<file path="config.mk">
export PLATFORM = sky130hd
export DESIGN_NAME = diff_drive_velocity_pd_framer_top_flat
export DESIGN_NICKNAME = d
export VERILOG_FILES = /design/src/sv/dvpf_pkg.sv /design/src/sv/dvpf_ifs.sv /design/src/sv/dvpf_ctrl.sv /design/src/sv/dvpf_dp.sv /design/src/sv/diff_drive_velocity_pd_framer_top.sv /design/src/flat_wrapper.sv
export SDC_FILE = /design/constraint.sdc
export NUM_CORES = 2
export LEC_CHECK = 0
export BUFFER_PORTS_ARGS = -buffer_cell sky130_fd_sc_hd__buf_4
export CAP_MARGIN = 10
export CORE_MARGIN = 1
export CORE_UTILIZATION = 49
export DETAILED_ROUTE_END_ITERATION = 6
export GPL_ROUTABILITY_DRIVEN = 0
export PLACE_DENSITY = 0.74
export SLEW_MARGIN = 20
export SYNTH_ARGS = -nofsm -noshare
export SYNTH_HDL_FRONTEND = slang
export SYNTH_SLANG_ARGS = --single-unit
</file>
<file path="constraint.sdc">
create_clock -name clk -period 10.9 [get_ports clk]
set_input_delay 2.18 -clock clk [delete_from_list [all_inputs] [get_ports clk]]
set_output_delay 2.18 -clock clk [all_outputs]
set_load 0.05 [all_outputs]
</file>
<file path="src/sv/dvpf_pkg.sv">
package dvpf_pkg;

  // Field and datapath widths
  localparam int VEL_W     = 24;
  localparam int GAIN_W    = 24;
  localparam int ERR_W     = 25;
  localparam int DER_W     = 26;
  localparam int EFF_W     = 32;
  localparam int SUM_W     = 36;
  localparam int MA_W      = 33;
  localparam int MB_W      = 26;
  localparam int PROD_W    = MA_W + MB_W;
  localparam int LRAW_W    = 27;
  localparam int RGT_W     = 28;
  localparam int SPDC_W    = 9;
  localparam int SPD_W     = 8;
  localparam int DIR_W     = 2;
  localparam int CNT_W     = 4;
  localparam int ST_W      = 4;
  localparam int NUM_GAINS = 8;
  localparam int GIDX_W    = 3;
  localparam int CFG_IDX_W = 8;

  localparam int FRAME_REPEAT_DEF = 10;

  // Fixed-point constants
  localparam int GAIN_FRAC = 24;
  localparam int LRAW_SH   = 18;
  localparam int RIGHT_SH  = 17;
  localparam int MIX_L_K   = 2040;
  localparam int MIX_A_K   = 459;
  localparam int SPEED_MAX = 255;

  // Frame kinds
  localparam logic KIND_DRIVE = 1'b0;
  localparam logic KIND_KEEP  = 1'b1;

  // Direction codes
  localparam logic [DIR_W-1:0] DIR_MIXED = 2'd0;
  localparam logic [DIR_W-1:0] DIR_FWD   = 2'd1;
  localparam logic [DIR_W-1:0] DIR_REV   = 2'd2;

  // Gain groups; register index is {group, mode}
  localparam logic [1:0] GRP_LKP = 2'd0;
  localparam logic [1:0] GRP_LKD = 2'd1;
  localparam logic [1:0] GRP_AKP = 2'd2;
  localparam logic [1:0] GRP_AKD = 2'd3;

  // Multiplier operations
  localparam logic [2:0] MUL_NONE  = 3'd0;
  localparam logic [2:0] MUL_LKP   = 3'd1;
  localparam logic [2:0] MUL_LKD   = 3'd2;
  localparam logic [2:0] MUL_AKP   = 3'd3;
  localparam logic [2:0] MUL_AKD   = 3'd4;
  localparam logic [2:0] MUL_L2040 = 3'd5;
  localparam logic [2:0] MUL_A459  = 3'd6;

  // Accumulator operations
  localparam logic [2:0] ACC_HOLD  = 3'd0;
  localparam logic [2:0] ACC_LOAD  = 3'd1;
  localparam logic [2:0] ACC_ADD   = 3'd2;
  localparam logic [2:0] ACC_SUB   = 3'd3;
  localparam logic [2:0] ACC_RIGHT = 3'd4;

  typedef struct packed {
    logic       capture;
    logic       der_ld;
    logic [2:0] mul_op;
    logic [2:0] acc_op;
    logic       lin_upd;
    logic       ang_upd;
    logic       lraw_ld;
    logic       right_ld;
    logic       out_ld;
  } dvpf_cmd_t;

  function automatic logic [GAIN_W-1:0] gain_reset(input logic [GIDX_W-1:0] idx);
    logic [GAIN_W-1:0] g;
    case (idx)
      3'd0, 3'd1: g = 24'd268435;
      3'd2, 3'd3: g = 24'd96637;
      3'd4, 3'd5: g = 24'd100663;
      3'd6, 3'd7: g = 24'd25166;
      default:    g = '0;
    endcase
    return g;
  endfunction

  function automatic logic signed [EFF_W-1:0] sat_eff(input logic signed [SUM_W-1:0] s);
    logic signed [EFF_W-1:0] r;
    if (s[SUM_W-1:EFF_W-1] == '0 || s[SUM_W-1:EFF_W-1] == '1) begin
      r = s[EFF_W-1:0];
    end else if (s[SUM_W-1]) begin
      r = {1'b1, {(EFF_W-1){1'b0}}};
    end else begin
      r = {1'b0, {(EFF_W-1){1'b1}}};
    end
    return r;
  endfunction

  function automatic logic signed [SPDC_W-1:0] clamp_speed(input logic signed [RGT_W-1:0] x);
    logic signed [SPDC_W-1:0] r;
    if (x > RGT_W'(SPEED_MAX)) begin
      r = SPDC_W'(SPEED_MAX);
    end else if (x < -RGT_W'(SPEED_MAX)) begin
      r = -SPDC_W'(SPEED_MAX);
    end else begin
      r = x[SPDC_W-1:0];
    end
    return r;
  endfunction

endpackage

</file>
<file path="src/sv/dvpf_ifs.sv">
interface dvpf_in_if;
  logic                                 valid;
  logic                                 ready;
  logic signed [dvpf_pkg::VEL_W-1:0]    target_linear;
  logic signed [dvpf_pkg::VEL_W-1:0]    target_angular;
  logic signed [dvpf_pkg::VEL_W-1:0]    measured_linear;
  logic signed [dvpf_pkg::VEL_W-1:0]    measured_angular;

  modport source (output valid, target_linear, target_angular, measured_linear,
                  measured_angular, input ready);
  modport sink (input valid, target_linear, target_angular, measured_linear,
                measured_angular, output ready);
endinterface

interface dvpf_out_if;
  logic                             valid;
  logic                             ready;
  logic                             frame_kind;
  logic [dvpf_pkg::DIR_W-1:0]       direction;
  logic [dvpf_pkg::SPD_W-1:0]       left_speed;
  logic [dvpf_pkg::SPD_W-1:0]       right_speed;

  modport source (output valid, frame_kind, direction, left_speed, right_speed,
                  input ready);
  modport sink (input valid, frame_kind, direction, left_speed, right_speed,
                output ready);
endinterface

interface dvpf_cfg_if;
  logic                                valid;
  logic                                ready;
  logic [dvpf_pkg::CFG_IDX_W-1:0]      index;
  logic [dvpf_pkg::GAIN_W-1:0]         data;

  modport source (output valid, index, data, input ready);
  modport sink (input valid, index, data, output ready);
endinterface

</file>
<file path="src/sv/dvpf_ctrl.sv">
module dvpf_ctrl (
  input  logic                clk,
  input  logic                rst_n,
  input  logic                in_valid,
  output logic                in_ready,
  output logic                out_valid,
  input  logic                out_ready,
  output dvpf_pkg::dvpf_cmd_t cmd
);

  localparam logic [dvpf_pkg::ST_W-1:0] S_IDLE = 4'd0;
  localparam logic [dvpf_pkg::ST_W-1:0] S_LKP  = 4'd1;
  localparam logic [dvpf_pkg::ST_W-1:0] S_LKD  = 4'd2;
  localparam logic [dvpf_pkg::ST_W-1:0] S_LSUM = 4'd3;
  localparam logic [dvpf_pkg::ST_W-1:0] S_LUPD = 4'd4;
  localparam logic [dvpf_pkg::ST_W-1:0] S_AKD  = 4'd5;
  localparam logic [dvpf_pkg::ST_W-1:0] S_ASUM = 4'd6;
  localparam logic [dvpf_pkg::ST_W-1:0] S_AUPD = 4'd7;
  localparam logic [dvpf_pkg::ST_W-1:0] S_M1   = 4'd8;
  localparam logic [dvpf_pkg::ST_W-1:0] S_M2   = 4'd9;
  localparam logic [dvpf_pkg::ST_W-1:0] S_M3   = 4'd10;
  localparam logic [dvpf_pkg::ST_W-1:0] S_M4   = 4'd11;
  localparam logic [dvpf_pkg::ST_W-1:0] S_M5   = 4'd12;
  localparam logic [dvpf_pkg::ST_W-1:0] S_M6   = 4'd13;
  localparam logic [dvpf_pkg::ST_W-1:0] S_OUT  = 4'd14;

  logic [dvpf_pkg::ST_W-1:0] state_r, state_nxt;
  logic                      out_valid_r, out_valid_nxt;

  assign in_ready  = (state_r == S_IDLE);
  assign out_valid = out_valid_r;

  // Sequence the shared multiplier and accumulator
  always_comb begin
    cmd       = '0;
    state_nxt = state_r;
    case (state_r)
      S_IDLE: begin
        cmd.capture = in_valid;
        if (in_valid) state_nxt = S_LKP;
      end
      S_LKP: begin
        cmd.der_ld = 1'b1;
        cmd.mul_op = dvpf_pkg::MUL_LKP;
        state_nxt  = S_LKD;
      end
      S_LKD: begin
        cmd.mul_op = dvpf_pkg::MUL_LKD;
        cmd.acc_op = dvpf_pkg::ACC_LOAD;
        state_nxt  = S_LSUM;
      end
      S_LSUM: begin
        cmd.acc_op = dvpf_pkg::ACC_ADD;
        state_nxt  = S_LUPD;
      end
      S_LUPD: begin
        cmd.lin_upd = 1'b1;
        cmd.mul_op  = dvpf_pkg::MUL_AKP;
        state_nxt   = S_AKD;
      end
      S_AKD: begin
        cmd.mul_op = dvpf_pkg::MUL_AKD;
        cmd.acc_op = dvpf_pkg::ACC_LOAD;
        state_nxt  = S_ASUM;
      end
      S_ASUM: begin
        cmd.acc_op = dvpf_pkg::ACC_ADD;
        state_nxt  = S_AUPD;
      end
      S_AUPD: begin
        cmd.ang_upd = 1'b1;
        state_nxt   = S_M1;
      end
      S_M1: begin
        cmd.mul_op = dvpf_pkg::MUL_L2040;
        state_nxt  = S_M2;
      end
      S_M2: begin
        cmd.mul_op = dvpf_pkg::MUL_A459;
        cmd.acc_op = dvpf_pkg::ACC_LOAD;
        state_nxt  = S_M3;
      end
      S_M3: begin
        cmd.acc_op = dvpf_pkg::ACC_SUB;
        state_nxt  = S_M4;
      end
      S_M4: begin
        cmd.lraw_ld = 1'b1;
        state_nxt   = S_M5;
      end
      S_M5: begin
        cmd.acc_op = dvpf_pkg::ACC_RIGHT;
        state_nxt  = S_M6;
      end
      S_M6: begin
        cmd.right_ld = 1'b1;
        state_nxt    = S_OUT;
      end
      S_OUT: begin
        // Wait for the output register to free up
        if (!out_valid_r || out_ready) begin
          cmd.out_ld = 1'b1;
          state_nxt  = S_IDLE;
        end
      end
      default: state_nxt = S_IDLE;
    endcase
  end

  // Hold the result until the sink takes it
  always_comb begin
    if (cmd.out_ld) begin
      out_valid_nxt = 1'b1;
    end else if (out_ready) begin
      out_valid_nxt = 1'b0;
    end else begin
      out_valid_nxt = out_valid_r;
    end
  end

  always_ff @(posedge clk) begin
    if (!rst_n) begin
      state_r     <= S_IDLE;
      out_valid_r <= 1'b0;
    end else begin
      state_r     <= state_nxt;
      out_valid_r <= out_valid_nxt;
    end
  end

  a_accept_starts: assert property (@(posedge clk) disable iff (!rst_n)
    (in_valid && in_ready) |=> (state_r == S_LKP))
    else $error("accepted transaction did not start the sequence");

  a_load_free: assert property (@(posedge clk) disable iff (!rst_n)
    cmd.out_ld |-> (!out_valid_r || out_ready))
    else $error("result loaded over a pending transaction");

  a_valid_from_out: assert property (@(posedge clk) disable iff (!rst_n)
    $rose(out_valid_r) |-> ($past(state_r) == S_OUT))
    else $error("result raised outside the output step");

endmodule

</file>
<file path="src/sv/dvpf_dp.sv">
module dvpf_dp #(
  parameter int FRAME_REPEAT = dvpf_pkg::FRAME_REPEAT_DEF
) (
  input  logic                                clk,
  input  logic                                rst_n,
  input  dvpf_pkg::dvpf_cmd_t                 cmd,
  input  logic signed [dvpf_pkg::VEL_W-1:0]   target_linear,
  input  logic signed [dvpf_pkg::VEL_W-1:0]   target_angular,
  input  logic signed [dvpf_pkg::VEL_W-1:0]   measured_linear,
  input  logic signed [dvpf_pkg::VEL_W-1:0]   measured_angular,
  input  logic                                cfg_we,
  input  logic [dvpf_pkg::CFG_IDX_W-1:0]      cfg_index,
  input  logic [dvpf_pkg::GAIN_W-1:0]         cfg_data,
  output logic                                frame_kind,
  output logic [dvpf_pkg::DIR_W-1:0]          direction,
  output logic [dvpf_pkg::SPD_W-1:0]          left_speed,
  output logic [dvpf_pkg::SPD_W-1:0]          right_speed
);

  // Gain registers
  logic [dvpf_pkg::GAIN_W-1:0]        gains_r [dvpf_pkg::NUM_GAINS];

  // Per-tick working registers
  logic                               mode_r;
  logic signed [dvpf_pkg::ERR_W-1:0]  lerr_r, aerr_r;
  logic signed [dvpf_pkg::DER_W-1:0]  lder_r, ader_r;
  logic signed [dvpf_pkg::PROD_W-1:0] prod_r, acc_r, acc_nxt;
  logic signed [dvpf_pkg::LRAW_W-1:0] lraw_r;
  logic signed [dvpf_pkg::RGT_W-1:0]  right_r;
  logic                               chg_r;

  // Controller state carried across ticks
  logic signed [dvpf_pkg::ERR_W-1:0]  lprev_r, aprev_r;
  logic signed [dvpf_pkg::EFF_W-1:0]  lin_eff_r, ang_eff_r;
  logic                               phase_r;
  logic [dvpf_pkg::CNT_W-1:0]         frames_r;

  // Output register
  logic                               kind_r;
  logic [dvpf_pkg::DIR_W-1:0]         dir_r;
  logic [dvpf_pkg::SPD_W-1:0]         left_r, right_byte_r;

  logic [1:0]                         grp;
  logic [dvpf_pkg::GAIN_W-1:0]        gain;
  logic signed [dvpf_pkg::MA_W-1:0]   mul_a;
  logic signed [dvpf_pkg::MB_W-1:0]   mul_b;
  logic signed [dvpf_pkg::PROD_W-1:0] prod_nxt;

  logic signed [dvpf_pkg::EFF_W-1:0]  eff_sel, eff_new;
  logic signed [dvpf_pkg::SUM_W-1:0]  eff_sum;

  logic signed [dvpf_pkg::PROD_W-1:0] x_adj, y_adj;

  logic signed [dvpf_pkg::SPDC_W-1:0] lc, rc, lmag, rmag;
  logic [dvpf_pkg::DIR_W-1:0]         dir_c;
  logic                               drive;

  // Pick the operands of the shared multiplier
  always_comb begin
    case (cmd.mul_op)
      dvpf_pkg::MUL_LKD: grp = dvpf_pkg::GRP_LKD;
      dvpf_pkg::MUL_AKP: grp = dvpf_pkg::GRP_AKP;
      dvpf_pkg::MUL_AKD: grp = dvpf_pkg::GRP_AKD;
      default:           grp = dvpf_pkg::GRP_LKP;
    endcase
    gain = gains_r[{grp, mode_r}];
    case (cmd.mul_op)
      dvpf_pkg::MUL_LKP: begin
        mul_a = dvpf_pkg::MA_W'(gain);
        mul_b = dvpf_pkg::MB_W'(lerr_r);
      end
      dvpf_pkg::MUL_LKD: begin
        mul_a = dvpf_pkg::MA_W'(gain);
        mul_b = lder_r;
      end
      dvpf_pkg::MUL_AKP: begin
        mul_a = dvpf_pkg::MA_W'(gain);
        mul_b = dvpf_pkg::MB_W'(aerr_r);
      end
      dvpf_pkg::MUL_AKD: begin
        mul_a = dvpf_pkg::MA_W'(gain);
        mul_b = ader_r;
      end
      dvpf_pkg::MUL_L2040: begin
        mul_a = dvpf_pkg::MA_W'(lin_eff_r);
        mul_b = dvpf_pkg::MB_W'(dvpf_pkg::MIX_L_K);
      end
      dvpf_pkg::MUL_A459: begin
        mul_a = dvpf_pkg::MA_W'(ang_eff_r);
        mul_b = dvpf_pkg::MB_W'(dvpf_pkg::MIX_A_K);
      end
      default: begin
        mul_a = '0;
        mul_b = '0;
      end
    endcase
    prod_nxt = mul_a * mul_b;
  end

  // Accumulate products and form the mixer sums
  always_comb begin
    case (cmd.acc_op)
      dvpf_pkg::ACC_LOAD:  acc_nxt = prod_r;
      dvpf_pkg::ACC_ADD:   acc_nxt = acc_r + prod_r;
      dvpf_pkg::ACC_SUB:   acc_nxt = acc_r - prod_r;
      dvpf_pkg::ACC_RIGHT: acc_nxt = (dvpf_pkg::PROD_W'(lraw_r) <<< dvpf_pkg::RIGHT_SH)
                                     + prod_r;
      default:             acc_nxt = acc_r;
    endcase
  end

  // Add the floored increment to the effort and saturate
  always_comb begin
    eff_sel = cmd.ang_upd ? ang_eff_r : lin_eff_r;
    eff_sum = dvpf_pkg::SUM_W'(eff_sel)
            + dvpf_pkg::SUM_W'($signed(acc_r[dvpf_pkg::PROD_W-1:dvpf_pkg::GAIN_FRAC]));
    eff_new = dvpf_pkg::sat_eff(eff_sum);
  end

  // Divide toward zero by bias-then-shift
  assign x_adj = acc_r + (acc_r[dvpf_pkg::PROD_W-1]
                 ? dvpf_pkg::PROD_W'((64'd1 << dvpf_pkg::LRAW_SH) - 64'd1) : '0);
  assign y_adj = acc_r + (acc_r[dvpf_pkg::PROD_W-1]
                 ? dvpf_pkg::PROD_W'((64'd1 << dvpf_pkg::RIGHT_SH) - 64'd1) : '0);

  // Clamp the wheel speeds and derive direction
  always_comb begin
    lc   = dvpf_pkg::clamp_speed(dvpf_pkg::RGT_W'(lraw_r));
    rc   = dvpf_pkg::clamp_speed(right_r);
    lmag = lc;
    rmag = rc;
    if (lc < 0 && rc < 0) begin
      dir_c = dvpf_pkg::DIR_REV;
      lmag  = -lc;
      rmag  = -rc;
    end else if (lc > 0 && rc > 0) begin
      dir_c = dvpf_pkg::DIR_FWD;
    end else begin
      dir_c = dvpf_pkg::DIR_MIXED;
    end
    drive = !phase_r && (frames_r < dvpf_pkg::CNT_W'(FRAME_REPEAT));
  end

  // Control state: gains, efforts, previous errors and framing counters
  always_ff @(posedge clk) begin
    if (!rst_n) begin
      for (int i = 0; i < dvpf_pkg::NUM_GAINS; i++) begin
        gains_r[i] <= dvpf_pkg::gain_reset(dvpf_pkg::GIDX_W'(i));
      end
      lprev_r   <= '0;
      aprev_r   <= '0;
      lin_eff_r <= '0;
      ang_eff_r <= '0;
      phase_r   <= 1'b0;
      frames_r  <= '0;
    end else begin
      if (cfg_we && cfg_index < dvpf_pkg::CFG_IDX_W'(dvpf_pkg::NUM_GAINS)) begin
        gains_r[cfg_index[dvpf_pkg::GIDX_W-1:0]] <= cfg_data;
      end
      if (cmd.lin_upd) begin
        lin_eff_r <= eff_new;
        lprev_r   <= lerr_r;
      end
      if (cmd.ang_upd) begin
        ang_eff_r <= eff_new;
        aprev_r   <= aerr_r;
      end
      if (cmd.out_ld) begin
        phase_r <= ~phase_r;
        if (chg_r) begin
          frames_r <= '0;
        end else if (drive) begin
          frames_r <= frames_r + 1'b1;
        end
      end
    end
  end

  // Working and output registers
  always_ff @(posedge clk) begin
    if (cmd.capture) begin
      lerr_r <= dvpf_pkg::ERR_W'(target_linear) - dvpf_pkg::ERR_W'(measured_linear);
      aerr_r <= dvpf_pkg::ERR_W'(target_angular) - dvpf_pkg::ERR_W'(measured_angular);
      mode_r <= ~target_angular[dvpf_pkg::VEL_W-1];
      chg_r  <= 1'b0;
    end
    if (cmd.der_ld) begin
      lder_r <= dvpf_pkg::DER_W'(lerr_r) - dvpf_pkg::DER_W'(lprev_r);
      ader_r <= dvpf_pkg::DER_W'(aerr_r) - dvpf_pkg::DER_W'(aprev_r);
    end
    if (cmd.lin_upd) chg_r <= chg_r | (eff_new != lin_eff_r);
    if (cmd.ang_upd) chg_r <= chg_r | (eff_new != ang_eff_r);
    if (cmd.mul_op != dvpf_pkg::MUL_NONE) prod_r <= prod_nxt;
    acc_r <= acc_nxt;
    if (cmd.lraw_ld) lraw_r <= x_adj[dvpf_pkg::LRAW_SH +: dvpf_pkg::LRAW_W];
    if (cmd.right_ld) right_r <= y_adj[dvpf_pkg::RIGHT_SH +: dvpf_pkg::RGT_W];
    if (cmd.out_ld) begin
      if (drive) begin
        kind_r       <= dvpf_pkg::KIND_DRIVE;
        dir_r        <= dir_c;
        left_r       <= lmag[dvpf_pkg::SPD_W-1:0];
        right_byte_r <= rmag[dvpf_pkg::SPD_W-1:0];
      end else begin
        kind_r       <= dvpf_pkg::KIND_KEEP;
        dir_r        <= dvpf_pkg::DIR_MIXED;
        left_r       <= '0;
        right_byte_r <= '0;
      end
    end
  end

  assign frame_kind  = kind_r;
  assign direction   = dir_r;
  assign left_speed  = left_r;
  assign right_speed = right_byte_r;

  a_frames_bound: assert property (@(posedge clk) disable iff (!rst_n)
    frames_r <= dvpf_pkg::CNT_W'(FRAME_REPEAT))
    else $error("drive frame count ran past its limit");

  a_keep_zero: assert property (@(posedge clk) disable iff (!rst_n)
    ($past(cmd.out_ld) && kind_r == dvpf_pkg::KIND_KEEP) |->
      (dir_r == dvpf_pkg::DIR_MIXED && left_r == '0 && right_byte_r == '0))
    else $error("keepalive carries nonzero fields");

  a_fwd_nonzero: assert property (@(posedge clk) disable iff (!rst_n)
    ($past(cmd.out_ld) && kind_r == dvpf_pkg::KIND_DRIVE &&
     dir_r == dvpf_pkg::DIR_FWD) |-> (left_r != '0 && right_byte_r != '0))
    else $error("forward frame with a zero wheel speed");

endmodule

</file>
<file path="src/sv/diff_drive_velocity_pd_framer_top.sv">
// Channel  Role    Handshake            Payload
// in_ch    sink    valid/ready          target/measured linear and angular, Q7.16
// out_ch   source  valid/ready          frame_kind, direction, left/right speed
// cfg_ch   sink    valid, ready tied 1  index (gain 0..7), data (Q0.24 gain)
//
// Each transaction, from acceptance to a valid result, is computed while a single shared
// 33x26 multiplier runs four gain products and two mixer products in turn.
// The next transaction is accepted once the result sits in the output register, so
// transactions never overlap; a stalled sink holds that register and
// the sequencer waits at its last step.
// Reset (rst_n low, synchronous) restores the default gains and clears efforts,
// previous errors and the framing counters. Gain writes are taken every cycle.
module diff_drive_velocity_pd_framer_top #(
  parameter int FRAME_REPEAT = dvpf_pkg::FRAME_REPEAT_DEF
) (
  input logic   clk,
  input logic   rst_n,
  dvpf_in_if.sink    in_ch,
  dvpf_out_if.source out_ch,
  dvpf_cfg_if.sink   cfg_ch
);

  dvpf_pkg::dvpf_cmd_t cmd;
  logic                in_ready;
  logic                out_valid;

  assign in_ch.ready  = in_ready;
  assign out_ch.valid = out_valid;
  assign cfg_ch.ready = 1'b1;

  dvpf_ctrl u_ctrl (
    .clk       (clk),
    .rst_n     (rst_n),
    .in_valid  (in_ch.valid),
    .in_ready  (in_ready),
    .out_valid (out_valid),
    .out_ready (out_ch.ready),
    .cmd       (cmd)
  );

  dvpf_dp #(
    .FRAME_REPEAT (FRAME_REPEAT)
  ) u_dp (
    .clk              (clk),
    .rst_n            (rst_n),
    .cmd              (cmd),
    .target_linear    (in_ch.target_linear),
    .target_angular   (in_ch.target_angular),
    .measured_linear  (in_ch.measured_linear),
    .measured_angular (in_ch.measured_angular),
    .cfg_we           (cfg_ch.valid),
    .cfg_index        (cfg_ch.index),
    .cfg_data         (cfg_ch.data),
    .frame_kind       (out_ch.frame_kind),
    .direction        (out_ch.direction),
    .left_speed       (out_ch.left_speed),
    .right_speed      (out_ch.right_speed)
  );

endmodule

</file>
<file path="src/flat_wrapper.sv">
// flat-port wrapper written by rule: the top's interface ports become plain ports
module diff_drive_velocity_pd_framer_top_flat 
#(
  parameter int FRAME_REPEAT = dvpf_pkg::FRAME_REPEAT_DEF
)
  (clk, rst_n, in_ch_valid, in_ch_target_linear, in_ch_target_angular, in_ch_measured_linear, in_ch_measured_angular, in_ch_ready, out_ch_valid, out_ch_frame_kind, out_ch_direction, out_ch_left_speed, out_ch_right_speed, out_ch_ready, cfg_ch_valid, cfg_ch_index, cfg_ch_data, cfg_ch_ready);
  dvpf_in_if in_ch_i ();
  dvpf_out_if out_ch_i ();
  dvpf_cfg_if cfg_ch_i ();
  input logic clk;
  input logic rst_n;
  input wire logic [$bits(in_ch_i.valid)-1:0] in_ch_valid;
  input wire logic [$bits(in_ch_i.target_linear)-1:0] in_ch_target_linear;
  input wire logic [$bits(in_ch_i.target_angular)-1:0] in_ch_target_angular;
  input wire logic [$bits(in_ch_i.measured_linear)-1:0] in_ch_measured_linear;
  input wire logic [$bits(in_ch_i.measured_angular)-1:0] in_ch_measured_angular;
  output wire logic [$bits(in_ch_i.ready)-1:0] in_ch_ready;
  output wire logic [$bits(out_ch_i.valid)-1:0] out_ch_valid;
  output wire logic [$bits(out_ch_i.frame_kind)-1:0] out_ch_frame_kind;
  output wire logic [$bits(out_ch_i.direction)-1:0] out_ch_direction;
  output wire logic [$bits(out_ch_i.left_speed)-1:0] out_ch_left_speed;
  output wire logic [$bits(out_ch_i.right_speed)-1:0] out_ch_right_speed;
  input wire logic [$bits(out_ch_i.ready)-1:0] out_ch_ready;
  input wire logic [$bits(cfg_ch_i.valid)-1:0] cfg_ch_valid;
  input wire logic [$bits(cfg_ch_i.index)-1:0] cfg_ch_index;
  input wire logic [$bits(cfg_ch_i.data)-1:0] cfg_ch_data;
  output wire logic [$bits(cfg_ch_i.ready)-1:0] cfg_ch_ready;
  assign in_ch_i.valid = in_ch_valid;
  assign in_ch_i.target_linear = in_ch_target_linear;
  assign in_ch_i.target_angular = in_ch_target_angular;
  assign in_ch_i.measured_linear = in_ch_measured_linear;
  assign in_ch_i.measured_angular = in_ch_measured_angular;
  assign in_ch_ready = in_ch_i.ready;
  assign out_ch_valid = out_ch_i.valid;
  assign out_ch_frame_kind = out_ch_i.frame_kind;
  assign out_ch_direction = out_ch_i.direction;
  assign out_ch_left_speed = out_ch_i.left_speed;
  assign out_ch_right_speed = out_ch_i.right_speed;
  assign out_ch_i.ready = out_ch_ready;
  assign cfg_ch_i.valid = cfg_ch_valid;
  assign cfg_ch_i.index = cfg_ch_index;
  assign cfg_ch_i.data = cfg_ch_data;
  assign cfg_ch_ready = cfg_ch_i.ready;
  diff_drive_velocity_pd_framer_top #(.FRAME_REPEAT(FRAME_REPEAT)) u_core (.clk(clk), .rst_n(rst_n), .in_ch(in_ch_i), .out_ch(out_ch_i), .cfg_ch(cfg_ch_i));
endmodule
</file>
==> impl_results.md <==
- Post-synth top area share: 25.2%
- Clock tree from TritonCTS: yes
- Setup violators final: 0
- Portion of the clock cycle consumed by the worst path in the final layout: 96.8%
- Gate power share: 69.1%
- Final HPWL DP: roughly 150,000 um
- Critical-path cell with the highest stage delay: o21a_1
- Insertion delay to the later sink of the worst-skew pair: ~720 ps
- Initial core utilization: approximately half
- Number of core rows: between 100 and 150
- Post-route worst setup slack: between 300 and 400 ps
- Worst R2R Setup Slack: 350 ps
- Internal Pwr Total: between 10 and 15 mW
- Setup repair after global routing missed its margin: no
- TritonRoute pass-1 iters: 7
- Slew at the pin with the worst max-slew slack: 1080 ps
- HP Class: reg -> reg
- Number of distinct library cells after synthesis: 96
- CP Data Arrival Time: around 11,000 ps
- Depth of the most critical reg-to-reg path: 35
- Finished Core Util: 54.2%
- H-Tree Level Count: 3
- Mean post-synth cell area: 9.31 um^2
- Total length of routed wires: between 150,000 and 200,000 um
- Slew HR: around 28%
- Total negative setup slack: 0 ps
- Yosys top cell by area: fa_1
- Die Span X: ~380 um
- Async set-or-reset flop fraction in the synthesized netlist: 0%
- Power density of the placed cells: between 200 and 300 mW/mm^2
- Count of yosys warnings during synthesis: 0
- Startpoint kind of the worst setup timing path: flop
- Final number of max-transition violations: 0
- Buffer depth of the longest clock path: 3
- IR Drop Worst-Case VDD: roughly 0.00062 V
- Source of the critical timing path: u_core.u_ctrl.state_r[0]
- Most used cell, CP: fa_1
- Worst reg2reg path startpoint: u_core.u_ctrl.state_r[0]
- Switch Pwr: between 9 and 10 mW
- Relative contribution of sequential cells to total power: a little under a fifth
- DRC Markers: 0
- Clock transition at the register clock pins on the worst setup and hold paths after CTS: 70 ps
- Post-Synthesis Cells: 7,398
- # port buffers: between 150 and 200
- WL/cell: a little over 20 um
- Top flip-flop cell by instance count after synthesis: edfxtp_1
- Total global routing track utilization: roughly 28%
- Share of layout cells above drive strength 1: slightly above 7%
- Io pins: approximately 160
- Die Height: about 380 um
- Top area cells in the synthesized netlist: fa_1, edfxtp_1, ha_1, inv_1, nand2_1
- Largest net degree at the start of global routing: 97
- Crit-path max cell delay: 660 ps
- Total die area: between 0.1 and 0.15 mm^2
- R2R Path End: u_core.u_dp.prod_r[58]
- Area of the core: 0.140 mm^2
- Antenna cell count: 0
- Share of the yosys chip area belonging to registers: 24.9%
- Via/cell ratio: between 5 and 6
- Critical path capture point type: flop
- Flip-flop and latch count after synthesis: 612
- Post-CTS setup buffer count: 0
- Final worst path period need: approximately 11,000 ps
- Critical path required time: between 10,000 and 15,000 ps
- Result of the run: complete, no violations
- Number of buffers inserted during clock tree synthesis: a little over 70
- Highest net fanout along the worst path: 48
- Total number of clock tree sinks: approximately 610
- Grt ovf: 0
- Number of antenna violations at the first check in global routing: 4
- Post-route clock skew: 46.0 ps
- Crit path to: u_core.u_dp.prod_r[58]
- EDFF count, synth: ~490
- Antenna Nets Post-Route: 0
- Max Freq: around 0.095 GHz
- Worst setup timing slack at the placement stage: 441 ps
- Number of nets in the layout: roughly 9,000
- Number of global-route vias before repair: 55,800
- Final hold violations: 0
- Sw Share: 47.7%
- Lkg Pwr: ~34 nW
- Wire length of the first global-routing pass: 308,000 um
- Clock network power share: approximately an eighth
- Clk Tree Root Cell: clkbuf_16
- Vias: around 55,000
- First-iteration detailed-routing DRC count: between 5,000 and 6,000
- Post-Synthesis Cell Area: 0.0689 mm^2
- Category of the most critical setup path: reg -> reg
- Area Overhead vs Synth: 9.72%
- Count of max-cap constraint violations: 0
[power groups by stage]
| stage | clock [mW] | sequential, mW | combinational, mW |
|---|---|---|---|
| finish | 2.44 | 3.67 | 13.7 |
| global route | 2.56 | 3.70 | 15.1 |
| CTS | 2.48 | 3.66 | 13.4 |
| detailed placement | 0 | 3.71 | 13.4 |
| global placement | 0 | 3.70 | 12.9 |
| floorplan | 0 | 3.56 | 9.80 |
[state kept, by name (all words and copies together), names as in the netlist, 25 cells and up]
name / flops
u_core.u_dp.acc_r: 59
u_core.u_dp.aprev_r: 25
u_core.u_dp.lin_eff_r: 32
u_core.u_dp.lprev_r: 25
u_core.u_dp.ang_eff_r: 32
u_core.u_dp.lerr_r: 25
u_core.u_dp.prod_r: 59
u_core.u_dp.lraw_r: 27
u_core.u_dp.lder_r: 26
u_core.u_dp.gains_r: 192
u_core.u_dp.aerr_r: 25
u_core.u_dp.ader_r: 26
u_core.u_dp.right_r: 28
[timing repair]
item | in CTS | in global routing
gates resized for setup | 0 | 1
endpoints found under the setup margin | 0 | 2
hold buffers | 0 | 0
[layer usage]
layer / global-route usage [%] / wire (um) / vias to the layer above
met5: 0 / 59 / -
met4: 12.6 / 10300 / 8
met3: 7.98 / 21900 / 684
met2: 43.4 / 86900 / 2841
met1: 35.8 / 76900 / 26600
li1: - / - / 24800
[metrics by stage]
step                cells  power (mW)  hold slack [ps]  instance area, um^2
floorplan            7533        13.4              443                69400
global placement     9410        16.6              450                73300
detailed placement   9410        17.1              457                73300
CTS                  9543        19.6              464                75600
global route         9543        21.3              480                75600
finish               9543        19.8              460                75600
[cells in the final DEF, fill, tap and decap left out, drive strengths merged, types with 27 or more instances in the layout]
cell type / count
inv: 1171
nand2: 913
fa: 868
nor2: 554
edfxtp: 488
ha: 412
o21ai: 302
buf: 299
a21oi: 292
xnor2: 231
and2: 185
conb: 137
dfxtp: 124
a21boi: 118
xor2: 112
a21o: 112
nor3: 112
or3: 95
nand3: 94
clkbuf: 92
nor2b: 86
a22oi: 82
nand2b: 75
o21a: 58
mux4: 48
a31oi: 48
nand4: 46
nor4: 40
and3: 39
a211oi: 35
o21bai: 33
clkinv: 29
mux2i: 27
[synth_stat cells (all sizes together) (19+ instances only)]
master  number
a21oi      292
nor2b       86
nor2       554
clkbuf     253
o21bai      33
a21boi     118
a22oi       82
a21o       112
edfxtp     488
nand2b      75
o211ai      22
xnor2      231
a221oi      26
and2       185
nand4       46
a31oi       48
or3         95
mux2i       27
ha         412
nand2      913
mux4        48
xor2       112
nand3       94
a211oi      35
or2         20
nor4        40
inv       1164
fa         868
nor3       112
o21a        58
dfxtp      124
o21ai      302
and3        39
o31ai       19
buf         45
[cell type report]
class,instances,area (um^2)
tap,1876,2350
multi-input combinational,5458,47000
timing repair buffer,299,2420
inverter,1165,4370
fill,12100,63900
clock inverter,41,368
clock buffer,92,1960
sequential,612,17100
[worst min path at each step]
stage | from | end | slack (ps) | cells past startpoint
2_1_floorplan | u_core.u_dp.aprev_r[24] | u_core.u_dp.aprev_r[24] | 440 | 2
3_3_place_gp | u_core.u_dp.lprev_r[22] | u_core.u_dp.lprev_r[22] | 450 | 2
3_5_place_dp | u_core.u_dp.lprev_r[22] | u_core.u_dp.lprev_r[22] | 460 | 2
4_1_cts | u_core.u_dp.lprev_r[22] | u_core.u_dp.lprev_r[22] | 460 | 2
5_1_grt | u_core.u_dp.lprev_r[18] | u_core.u_dp.lprev_r[18] | 480 | 2
6_report | u_core.u_dp.lprev_r[19] | u_core.u_dp.lprev_r[19] | 460 | 2
[worst max-delay path, delay by kind of cell, from the launching register on]
family / cells / cell delay (ps)
muxes: 2 / 740
DFF: 1 / 320
adders and majority gates: 8 / 4090
xor gates and xnor gates: 1 / 150
buffers and inverters: 5 / 480
and+or+nand+nor: 9 / 1760
AOI/OAI and AO/OA: 10 / 2660
[cells by family after synthesis]
group                    count (synthesis)  share of synthesized area, %
AO/OA/AOI/OAI                         1315                          12.5
XOR/XNOR                               343                          4.36
adder cells (fa/ha/maj)               1281                          32.7
buffers and inverters                 1463                          8.07
flip-flops                             612                          24.9
multiplexers                            79                          2.05
other                                    2                        0.0109
AND/OR/NAND/NOR                       2303                          15.4
(Power assumes the default switching activity.)
